## src/rtl/core/slmrs_pkg.sv

```systemverilog
package slmrs_pkg;

  // Default number of 16x16 glyphs the store can hold.
  localparam int GLYPH_CAPACITY_DEF = 64;

  localparam int GLYPH_BYTES       = 32;
  localparam int BLANK_LEAD_GLYPHS = 4;
  localparam int FETCH_BYTES       = 10;
  localparam int OUT_BYTES         = 8;
  localparam int ROW_W             = 4;
  localparam int SCROLL_BIT_W      = 4;
  localparam int GLYPH_POS_W       = 7;
  localparam int GLYPH_COUNT_W     = 7;
  localparam int DIVIDER_W         = 8;
  localparam int LOAD_ADDR_W       = 11;
  localparam int CFG_DATA_W        = 8;
  localparam int CFG_INDEX_W       = 1;
  // Glyph index plus byte offset, wide enough for the largest capacity.
  localparam int FULL_ADDR_W       = GLYPH_POS_W + 5;

  localparam logic [DIVIDER_W-1:0] DIVIDER_RESET = 8'd40;

  typedef enum logic {
    OP_LOAD = 1'b0,
    OP_SCAN = 1'b1
  } op_e;

  localparam logic [CFG_INDEX_W-1:0] CFG_GLYPH_COUNT    = 1'b0;
  localparam logic [CFG_INDEX_W-1:0] CFG_SCROLL_DIVIDER = 1'b1;

  typedef struct packed {
    logic [SCROLL_BIT_W-1:0] scroll_bit;
    logic [GLYPH_POS_W-1:0]  glyph_pos;
    logic [ROW_W-1:0]        row;
  } scan_pos_t;

  typedef struct packed {
    logic tick;
    logic row_step;
  } scan_ctl_t;

endpackage

```

## src/rtl/core/slmrs_scroll_state.sv

```systemverilog
module slmrs_scroll_state import slmrs_pkg::*; (
  input  logic                     clk_i,
  input  logic                     rst_ni,
  input  scan_ctl_t                ctl_i,
  input  logic [GLYPH_COUNT_W-1:0] glyph_count_i,
  input  logic [DIVIDER_W-1:0]     divider_i,
  output scan_pos_t                pos_o
);

  logic [DIVIDER_W-1:0]     tick_q, tick_d;
  logic [DIVIDER_W-1:0]     tick_inc;
  logic [SCROLL_BIT_W-1:0]  scroll_inc;
  logic [GLYPH_POS_W:0]     glyph_inc;
  logic [GLYPH_POS_W:0]     glyph_end;
  scan_pos_t                pos_q, pos_d;

  always_comb begin
    tick_inc   = tick_q + 1'b1;
    scroll_inc = pos_q.scroll_bit + 1'b1;
    glyph_inc  = {1'b0, pos_q.glyph_pos} + 1'b1;
    glyph_end  = {1'b0, glyph_count_i} + (GLYPH_POS_W+1)'(BLANK_LEAD_GLYPHS);
    tick_d     = tick_q;
    pos_d      = pos_q;
    if (ctl_i.tick) begin
      tick_d = tick_inc;
      // A zero divider only matches after the tick counter wraps.
      if (tick_inc == divider_i) begin
        tick_d           = '0;
        pos_d.scroll_bit = scroll_inc;
        if (scroll_inc == '0) begin
          pos_d.glyph_pos = (glyph_inc >= glyph_end) ? '0 : glyph_inc[GLYPH_POS_W-1:0];
        end
      end
    end
    if (ctl_i.row_step) begin
      pos_d.row = pos_q.row + 1'b1;
    end
  end

  always_ff @(posedge clk_i or negedge rst_ni) begin
    if (!rst_ni) begin
      tick_q <= '0;
      pos_q  <= '0;
    end else begin
      tick_q <= tick_d;
      pos_q  <= pos_d;
    end
  end

  assign pos_o = pos_q;

endmodule

```

## config.mk

```make
export PLATFORM = sky130hd
export DESIGN_NAME = slmrs_scroll_state
export DESIGN_NICKNAME = d
export VERILOG_FILES = /design/src/rtl/core/slmrs_pkg.sv /design/src/rtl/core/slmrs_scroll_state.sv
export SDC_FILE = /design/constraint.sdc
export NUM_CORES = 1
export LEC_CHECK = 0
export ABC_AREA = 1
export BUFFER_PORTS_ARGS = -buffer_cell sky130_fd_sc_hd__buf_2
export CAP_MARGIN = 20
export CORE_UTILIZATION = 50
export CTS_CLUSTER_DIAMETER = 200
export CTS_CLUSTER_SIZE = 12
export DETAILED_ROUTE_END_ITERATION = 6
export HOLD_SLACK_MARGIN = 0.05
export PLACE_DENSITY_LB_ADDON = 0.05
export SYNTH_ARGS = -nofsm -noshare
export SYNTH_HDL_FRONTEND = slang
export SYNTH_SLANG_ARGS = --single-unit
```

## constraint.sdc

```tcl
create_clock -name clk_i -period 2.9 [get_ports clk_i]
set_input_delay 0.58 -clock clk_i [delete_from_list [all_inputs] [get_ports clk_i]]
set_output_delay 0.58 -clock clk_i [all_outputs]
set_load 0.02 [all_outputs]
```

# [Yosys cells after proc, flatten, opt, wreduce, memory -nomap -nowiden]
# Index checks and enable logic that the tools add are counted.
[classes] order_cmp=1 eq_ne=1 n_mul=0 n_reduce_logical=3 shifts=0 div_mod_pow=0 mux=2 bitwise_logic=0 add_sub_neg=5
[op_table] operator="$add 4x1->4 const B" count=2
[op_table] operator="$add 7x1->8 const B" count=1
[op_table] operator="$add 7x3->8 const B" count=1
[op_table] operator="$add 8x1->8 const B" count=1
[op_table] operator="$eq 8x8->1" count=1
[op_table] operator="$ge 8x8->1" count=1
[op_table] operator="$mux 8" count=1
[op_table] operator="$mux 7" count=1
[op_table] operator="$logic_not 4->1" count=1
[op_table] operator="$reduce_and 3->1" count=1
[op_table] operator="$reduce_and 2->1" count=1
[totals] latchBits=0 input_bits=19 romBits=0 n_memories=0 reg_bits=23 ramBits=0 elab_cells=16 output_inout_bits=15

# [Longest topological paths before layout]
# Gate-level depths: netlist (run 1).
[depth] ltp_word=3 ltp_mapped=14 mapped_depth_nobuf=14

# [Least setup slack after synthesis (run 1)]
# OpenSTA, ideal clock, no wires.
[synth_timing] path_kind="register to register" from="register pos_q (netlist bit pos_o[4])" to="register pos_q (netlist bit pos_o[10])" slack_ns=0.589 path_buffers=0 stages_incl_launch_ff=15 t_required_ns=2.782 synth_period_minus_slack_ns=2.311 setup_time_ns=0.118 arrival_ns=2.193 cell_sequence="dfrtp_1 > ha_1 > nand2_1 > nor3_1 > nand2_1 > xor2_1 > inv_1 > ha_1 > nand2_1 > nor2_1 > nand4_1 > o2111ai_1 > nor2_1 > nand3_1 > nand2_1"
[synth_via] elab_chain_len=3
[synth_rtl] element="start: declaration" line="slmrs_scroll_state.sv:15" source="scan_pos_t pos_q, pos_d;"
[synth_rtl] element="start signal: assignment" line="slmrs_scroll_state.sv:46" source="pos_q <= pos_d;"
[synth_rtl] element="$add 7x1->8 (*)" line="slmrs_scroll_state.sv:20" source="glyph_inc = {1'b0, pos_q.glyph_pos} + 1'b1;"
[synth_rtl] element="$ge 8x8->1" line="slmrs_scroll_state.sv:31" source="pos_d.glyph_pos = (glyph_inc >= glyph_end) ? '0 : glyph_inc[GLYPH_POS_W-1:0];"
[synth_rtl] element="$mux 7 (*)" line="slmrs_scroll_state.sv:31"
# Every way passes the cells marked *; elsewhere a longest branch is shown, timed or not.
# A chain may end at the register's enable or synchronous reset.

# [Worst setup path in the final report (run 1)]
[layout_timing] from="register pos_q (netlist bit pos_o[4])" to="register pos_q (netlist bit pos_o[5])"
# Same word-level chain as after synthesis.

==> impl_results.md, run 1 <==
- Run status: finished, final reports clean
- Row Count: 21
- Synth top cells by count: 70 x nand2_1, 36 x inv_1, 32 x nand3_1
- Count leader, synth: nand2_1
- Area Growth Syn to Fin: 12.54%
- Fill cells: 345
- Die Wd: 62.09 microns
- Sequential area share after synthesis: a little under a third
- Final hold vios: 0
- CTS Buf Count: 3
- Worst Path Class, Setup: reg2reg
- Final Util: 59.95%
- Prevailing post-synth register cell: dfrtp_1
- Post-CTS resize count: 0
- Multiplexer share of the synthesized area: less than 1%
- Vias per inst: 5.033
- Synthesized flop and latch total: 23
- H-tree Lvls: 1
- Slew HR: 64.20%
- Chip height: slightly above 60 microns
- Netlist cell types: 25
- Synthesized area per cell: ~7.2 sq um
- Min Tclk post-route: around 2.4 ns
- Overall Power: about 1.1 mW
- Setup repair bufs after CTS: 0
- Synth Area in XOR/XNOR: approximately 6.3%
- Initial Utilization: 53.27%
- Critical Path AT: approximately 2.7 ns
- Cells after Synth: ~250
- Gr usage total: between 20% and 30%
- Port buffer count: 33
- Cell Count, Final, Fillers Out: 332
- Setup TNS: 0 ns
- Pre-CTS setup slack: around 0.5 ns
- First-pass GRT wire length: 5996 microns
- Initial antenna violation count: 0
- Io pins: 34
- Critical Path Source Type: flop
- Vias: between 1500 and 2000
- Busiest layer in global routing: met2
- Worst Slack Setup Final: 0.4616 ns
- Largest family of logic cells by synthesized area: simple AND/OR/NAND/NOR gates
- Drt pass-1 iters: 4
- Met3 Use GR: 3.106%
- Share of layout cells above drive strength 1: between 10% and 20%
- Met1 Use GR: 30.91%
- Worst Path Max Fanout: 7
- Placed instance area: between 0.002 and 0.0025 sq mm
- EDFF count, synth: 0
- Clk_lat worst skew: between 0.3 and 0.4 ns
- Worst slew pin tran: 0.5364 ns
- Asr flop ratio synth: 100.0%
- TritonCTS Sinks: 23
- Crit. End Element: flop
- Post-synth top area share: between 30% and 40%
- Max VDD drop: between 200 and 300 uV
- Synth area leader: dfrtp_1
- Syn Nets: around 290
- DP HPWL: ~2900 microns
- Leak: 1.105 nW
- Compound-Gate Fraction of Synth Area: 5.891%
- Clock Skew: ~0.0033 ns
- M2 GR Usage: 32.67%
- Total core area: between 0.003 and 0.004 sq mm
- Reg clk slew, reported paths: 0.13 ns
- NumNets Final: 320
- Final setup vio count: 0
- Pwr Density: 526.1 mW/mm^2
- Vias in the first global route: about 1400
- Post-route cell area: 0.002032 sq mm
- Final WL: about 3600 microns
- Post-synthesis adder-cell area fraction: 9.702%
- Largest net degree at the start of global routing: 24
- CTS tree: done
- # DRC: 0
- DRT iter0 DRCs: 65
- Cells after DPL: about 330
- DR WL/cell: around 11 microns
- MaxCap Viol Count: 0
- Yosys warnings: 0
- Synth Area in Simple Gates: 36.87%
- Die Area: approximately 0.0039 sq mm
- Max Slew Vio Count: 0
- GRT Residual Overflow: 0
- Post-Syn Area: approximately 0.0018 sq mm
- Largest cells by area after synthesis: dfrtp_1 32%, nand2_1 15%, ha_1 9.7%
- Clock buffer depth: 2
- Hold_ws: roughly 0.22 ns
- Post-route ant nets: 0
- RSZ-0062 raised after global routing: false
- Fmax: 0.4101 GHz
- Required @ worst endpoint: between 3 and 4 ns
- Clock root buffer: clkbuf_4
- Final clock period utilization by the worst path: a little over four fifths
- GPL Wtd Cong: 0.8178
- Worst Hold Class: in2async
- Number of diodes: 0
- Hold-fix buffers, CTS: 0
critical path: stages, from the launching register on:
cell and delay [ns]:
dfrtp_1 0.45, ha_1 0.19, nand2_1 0.08, nor3_1 0.22
nand2_1 0.10, xor2_1 0.18, inv_1 0.06, ha_1 0.28
nand2_1 0.08, nor2_1 0.06, nand4_1 0.06, o2111ai_1 0.27
nor2_1 0.18, nand3_1 0.09, nand2_1 0.08
flip-flops by register name, summed over array words and instances, names as in the netlist:
register  count
pos_o        15
tick_q        8
metal layers:
metal	vias up	routed length (microns)
li1	879	-
met1	745	1888
met2	45	1516
met3	2	156
met4	0	21
met5	-	0
cell type report:
| cell class | count | area, sq um | share of cell area (%) |
|---|---|---|---|
| flip-flops and latches | 23 | 575.6 | 28.33 |
| repair buffers | 33 | 165.2 | 8.128 |
| clock buffers | 4 | 26.28 | 1.293 |
| inverters | 36 | 135.1 | 6.650 |
| well taps | 46 | 57.56 | 2.833 |
| multi-input cells | 190 | 1072 | 52.77 |
power by group:
part	internal (mW)	switching, mW
logic	0.168	0.265
registers	0.393	0.0909
clock network	0.0536	0.0989
kinds of logic (layout without fill, tap and decap cells):
group,count (synthesis),after routing
AO/OA/AOI/OAI,20,20
multiplexers,1,1
adder cells (fa/ha/maj),14,14
XOR/XNOR,13,13
buffers and inverters,39,73
AND/OR/NAND/NOR,142,142
flip-flops,23,23
placed cells by master (no fill, tap or decap):
cell       instances
a21oi_1            7
buf_2             33
clkbuf_1           1
clkbuf_4           3
dfrtp_1           23
ha_1              14
inv_1             36
mux2_2             1
nand2_1           70
nand2_2            2
nand3_1           32
nand3_2            2
nand3_4            1
nand3b_1           1
nand4_1            5
nor2_1            19
nor2_2             5
nor2_4             3
nor3_1             1
nor3b_2            1
o2111ai_1          1
o21ai_0           11
o21bai_1           1
xnor2_1            3
xor2_1            10
worst paths after layout:
kind / from / to / slack (ns) / cells after the start
setup / recovery: pos_o[4] / pos_o[5] / 0.46 / 14
hold / removal: rst_ni / tick_q[4] / 0.22 / 1
setup reg to reg: pos_o[4] / pos_o[5] / 0.46 / 14
hold reg to reg: pos_o[3] / pos_o[3] / 0.49 / 1
max in group asynchronous: rst_ni / pos_o[1] / 2.33 / 1
min in group clk_i: pos_o[3] / pos_o[3] / 0.49 / 1
Power figures use the tool's default switching activity.
==> run 2: changes to the inputs <==
Clock period 2.9 ns to 2.55 ns, I/O delays scaled along.
==> run 2 against run 1 <==
Effect of this change:
- utilization increased by 0.78 points
- register-to-register slack got worse by 0.19 ns
- combinational power increased by 14%
- non-clock buffer count increased by 2
- sequential power increased by 14%
- first-iteration DRC count decreased by 25%
- flip-flop and latch count unchanged
- critical path depth unchanged
- count of clock-buffer cells in the layout unchanged
- critical path type unchanged
==> impl_results.md, run 2 (synthesized netlist as in run 1, its figures left out) <==
- Run status: finished, final reports clean
- RR Endpoint: pos_o[5]
- CTS Buf Count: 3 (unchanged)
- Max VDD drop: 433.4 uV (+45%)
- Cell Count, Final, Fillers Out: 334 (+0.60%)
- DR WL/cell: 10.93 microns (+1.2%)
- DP HPWL: 2876 microns (+0.80%)
- Crit. End Element: flop
- CP peak stage delay: 0.41 ns (-0.04 ns)
- GRT Residual Overflow: 0 (unchanged)
- Die Wd: 62.09 microns (unchanged)
- Area Growth Syn to Fin: 14.00%
- Required @ worst endpoint: 2.80 ns (-0.35 ns)
- Io pins: 34 (unchanged)
- CP Buf/Inv Count: 1 (unchanged)
- Largest net degree at the start of global routing: 24 (unchanged)
- Fmax: 0.4394 GHz (+7.1%)
- Most frequent cells in the layout: 70 x nand2_1, 36 x inv_1, 33 x buf_2
- Top delay family on crit path: simple AND/OR/NAND/NOR gates
- Total core area: 0.003390 sq mm (unchanged)
- Clock Skew: 0.003837 ns (+0.0005515 ns)
- TritonCTS Sinks: 23 (unchanged)
- Leak: 1.121 nW (+1.4%)
- CP most frequent cell: nand2_1
- Reg clk slew, reported paths: 0.13 ns (about the same)
- Largest register FFs: 15 (unchanged)
- Cells after DPL: 330 (+0.61%)
- Final WL: 3649 microns (+1.8%)
- DRT iter0 DRCs: 49 (-25%)
- Initial Utilization: 53.27% (unchanged)
- Worst slew pin tran: 0.5225 ns (-0.01393 ns)
- Initial antenna violation count: 0 (unchanged)
- Worst R2R Path Depth: 14 (unchanged)
- Final setup vio count: 0 (unchanged)
- Clock root buffer: clkbuf_4
- Pwr Density: 589.4 mW/mm^2 (+12%)
- First-pass GRT wire length: 5982 microns (-0.23%)
- GPL Wtd Cong: 0.8243 (+0.79%)
- Clk_lat worst skew: 0.30 ns (about the same)
- Critical path cell sequence: ha_1, nand2_1, nor3_2, nand2_1, xor2_1, inv_1, ha_1, nand2_1, nor2_1, nand4_1, o2111ai_2, nor2_1, nand3_1, nand2_1
- Vias per inst: 5.006 (-0.54%)
- Max Slew Vio Count: 0 (unchanged)
- Worst Path Max Fanout: 7 (unchanged)
- Vias in the first global route: 1361 (-3.9%)
- Worst Path Class, Setup: reg2reg
- Setup repair bufs after CTS: 0 (unchanged)
- Port buffer count: 33 (unchanged)
- Chip height: 62.09 microns (unchanged)
- CTS tree: done
- Critical Path AT: 2.53 ns (-0.16 ns)
- Final hold vios: 0 (unchanged)
- H-tree Lvls: 1 (unchanged)
- Slew HR: 65.17% (+0.97 points)
- Worst Hold Class: in2async
- Final clock period utilization by the worst path: 89.26% (+5.2 points)
- Die Area: 0.003855 sq mm (unchanged)
- Most common cell after layout, fill and taps aside: nand2_1
- Worst reg2reg startpoint: pos_o[5]
- # DRC: 0 (unchanged)
- Min Tclk post-route: 2.276 ns (-0.1623 ns)
- Clock buffer depth: 2 (unchanged)
- MaxCap Viol Count: 0 (unchanged)
- Post-route ant nets: 0 (unchanged)
- RSZ-0062 raised after global routing: false
- R2r setup slk: 0.27 ns (-0.19 ns)
- Number of diodes: 0 (unchanged)
- Overall Power: 1.213 mW (+13%)
- Drt pass-1 iters: 4 (unchanged)
- Vias: 1672 (+0.060%)
- NumNets Final: 322 (+0.63%)
- Setup TNS: 0 ns (unchanged)
- Row Count: 21 (unchanged)
- Crit path max-delay cell type: dfrtp_1
- Critical Path Source Type: flop
- Share of layout cells above drive strength 1: 19.10% (+1.3 points)
- Gr usage total: 20.84% (+0.064 points)
## run 2: changes by cell type in the layout (fill, tap and decap cells not counted)
cell       before  now
buf_4           0    2
nor3_1          1    0
nor3_2          0    1
o2111ai_1       1    0
o2111ai_2       0    1
## run 2: per-layer routing
metal | GRT usage [%] | up-vias | wire (microns)
li1 | - | 884 | -
met5 | 0 | - | 0
met1 | 31.45 | 758 | 1912
met3 | 2.070 | 2 | 106
met4 | 4.762 | 0 | 19
met2 | 32.22 | 28 | 1611
## run 2: final cells by class
class | count | area (sq um)
fillers | 329 | 1331
inverters | 36 | 135.1
clock buffers | 4 | 26.28
multi-input cells | 190 | 1084
flip-flops and latches | 23 | 575.6
repair buffers | 35 | 180.2
well taps | 46 | 57.56
## run 2: timing repair
item,4_1_cts,5_1_grt
gates resized for setup,0,2
hold buffers,0,0
setup endpoints to repair,0,7
## run 2: worst reg2reg max path, cell delays in order (launching register included)
cell and delay (ns):
dfrtp_1 0.41, ha_1 0.18, nand2_1 0.10, nor3_2 0.14, nand2_1 0.08, xor2_1 0.17
inv_1 0.06, ha_1 0.28, nand2_1 0.10, nor2_1 0.06, nand4_1 0.08, o2111ai_2 0.23
nor2_1 0.17, nand3_1 0.10, nand2_1 0.07
## run 2: power by group
group / switching, mW / internal (mW) / total, mW
Clock: 0.107 / 0.0610 / 0.168
Sequential: 0.107 / 0.447 / 0.554
Combinational: 0.300 / 0.191 / 0.491
## run 2: how the worst max path moves through the flow
stage / start / endpoint / slack (ns) / cells past startpoint
after floorplan: pos_o[4] / pos_o[10] / 0.24 / 14
after CTS: pos_o[5] / pos_o[5] / 0.14 / 14
final: pos_o[5] / pos_o[5] / 0.27 / 14
after global placement: pos_o[5] / pos_o[10] / 0.25 / 12
after global routing: pos_o[5] / pos_o[10] / 0.02 / 14
after detailed placement: pos_o[5] / pos_o[5] / 0.17 / 12
## run 2: metrics by stage
step           cell area, sq um  utilization, %  hold slack, ns  setup WS, ns
2_1_floorplan              1805               -          0.2144        0.2394
3_3_place_gp               2021           59.62          0.4583        0.2462
3_5_place_dp               2021           59.62          0.4632        0.1689
4_1_cts                    2047           60.39          0.1650        0.1367
5_1_grt                    2058           60.72          0.1906       0.01867
6_report                   2058           60.72          0.1576        0.2739
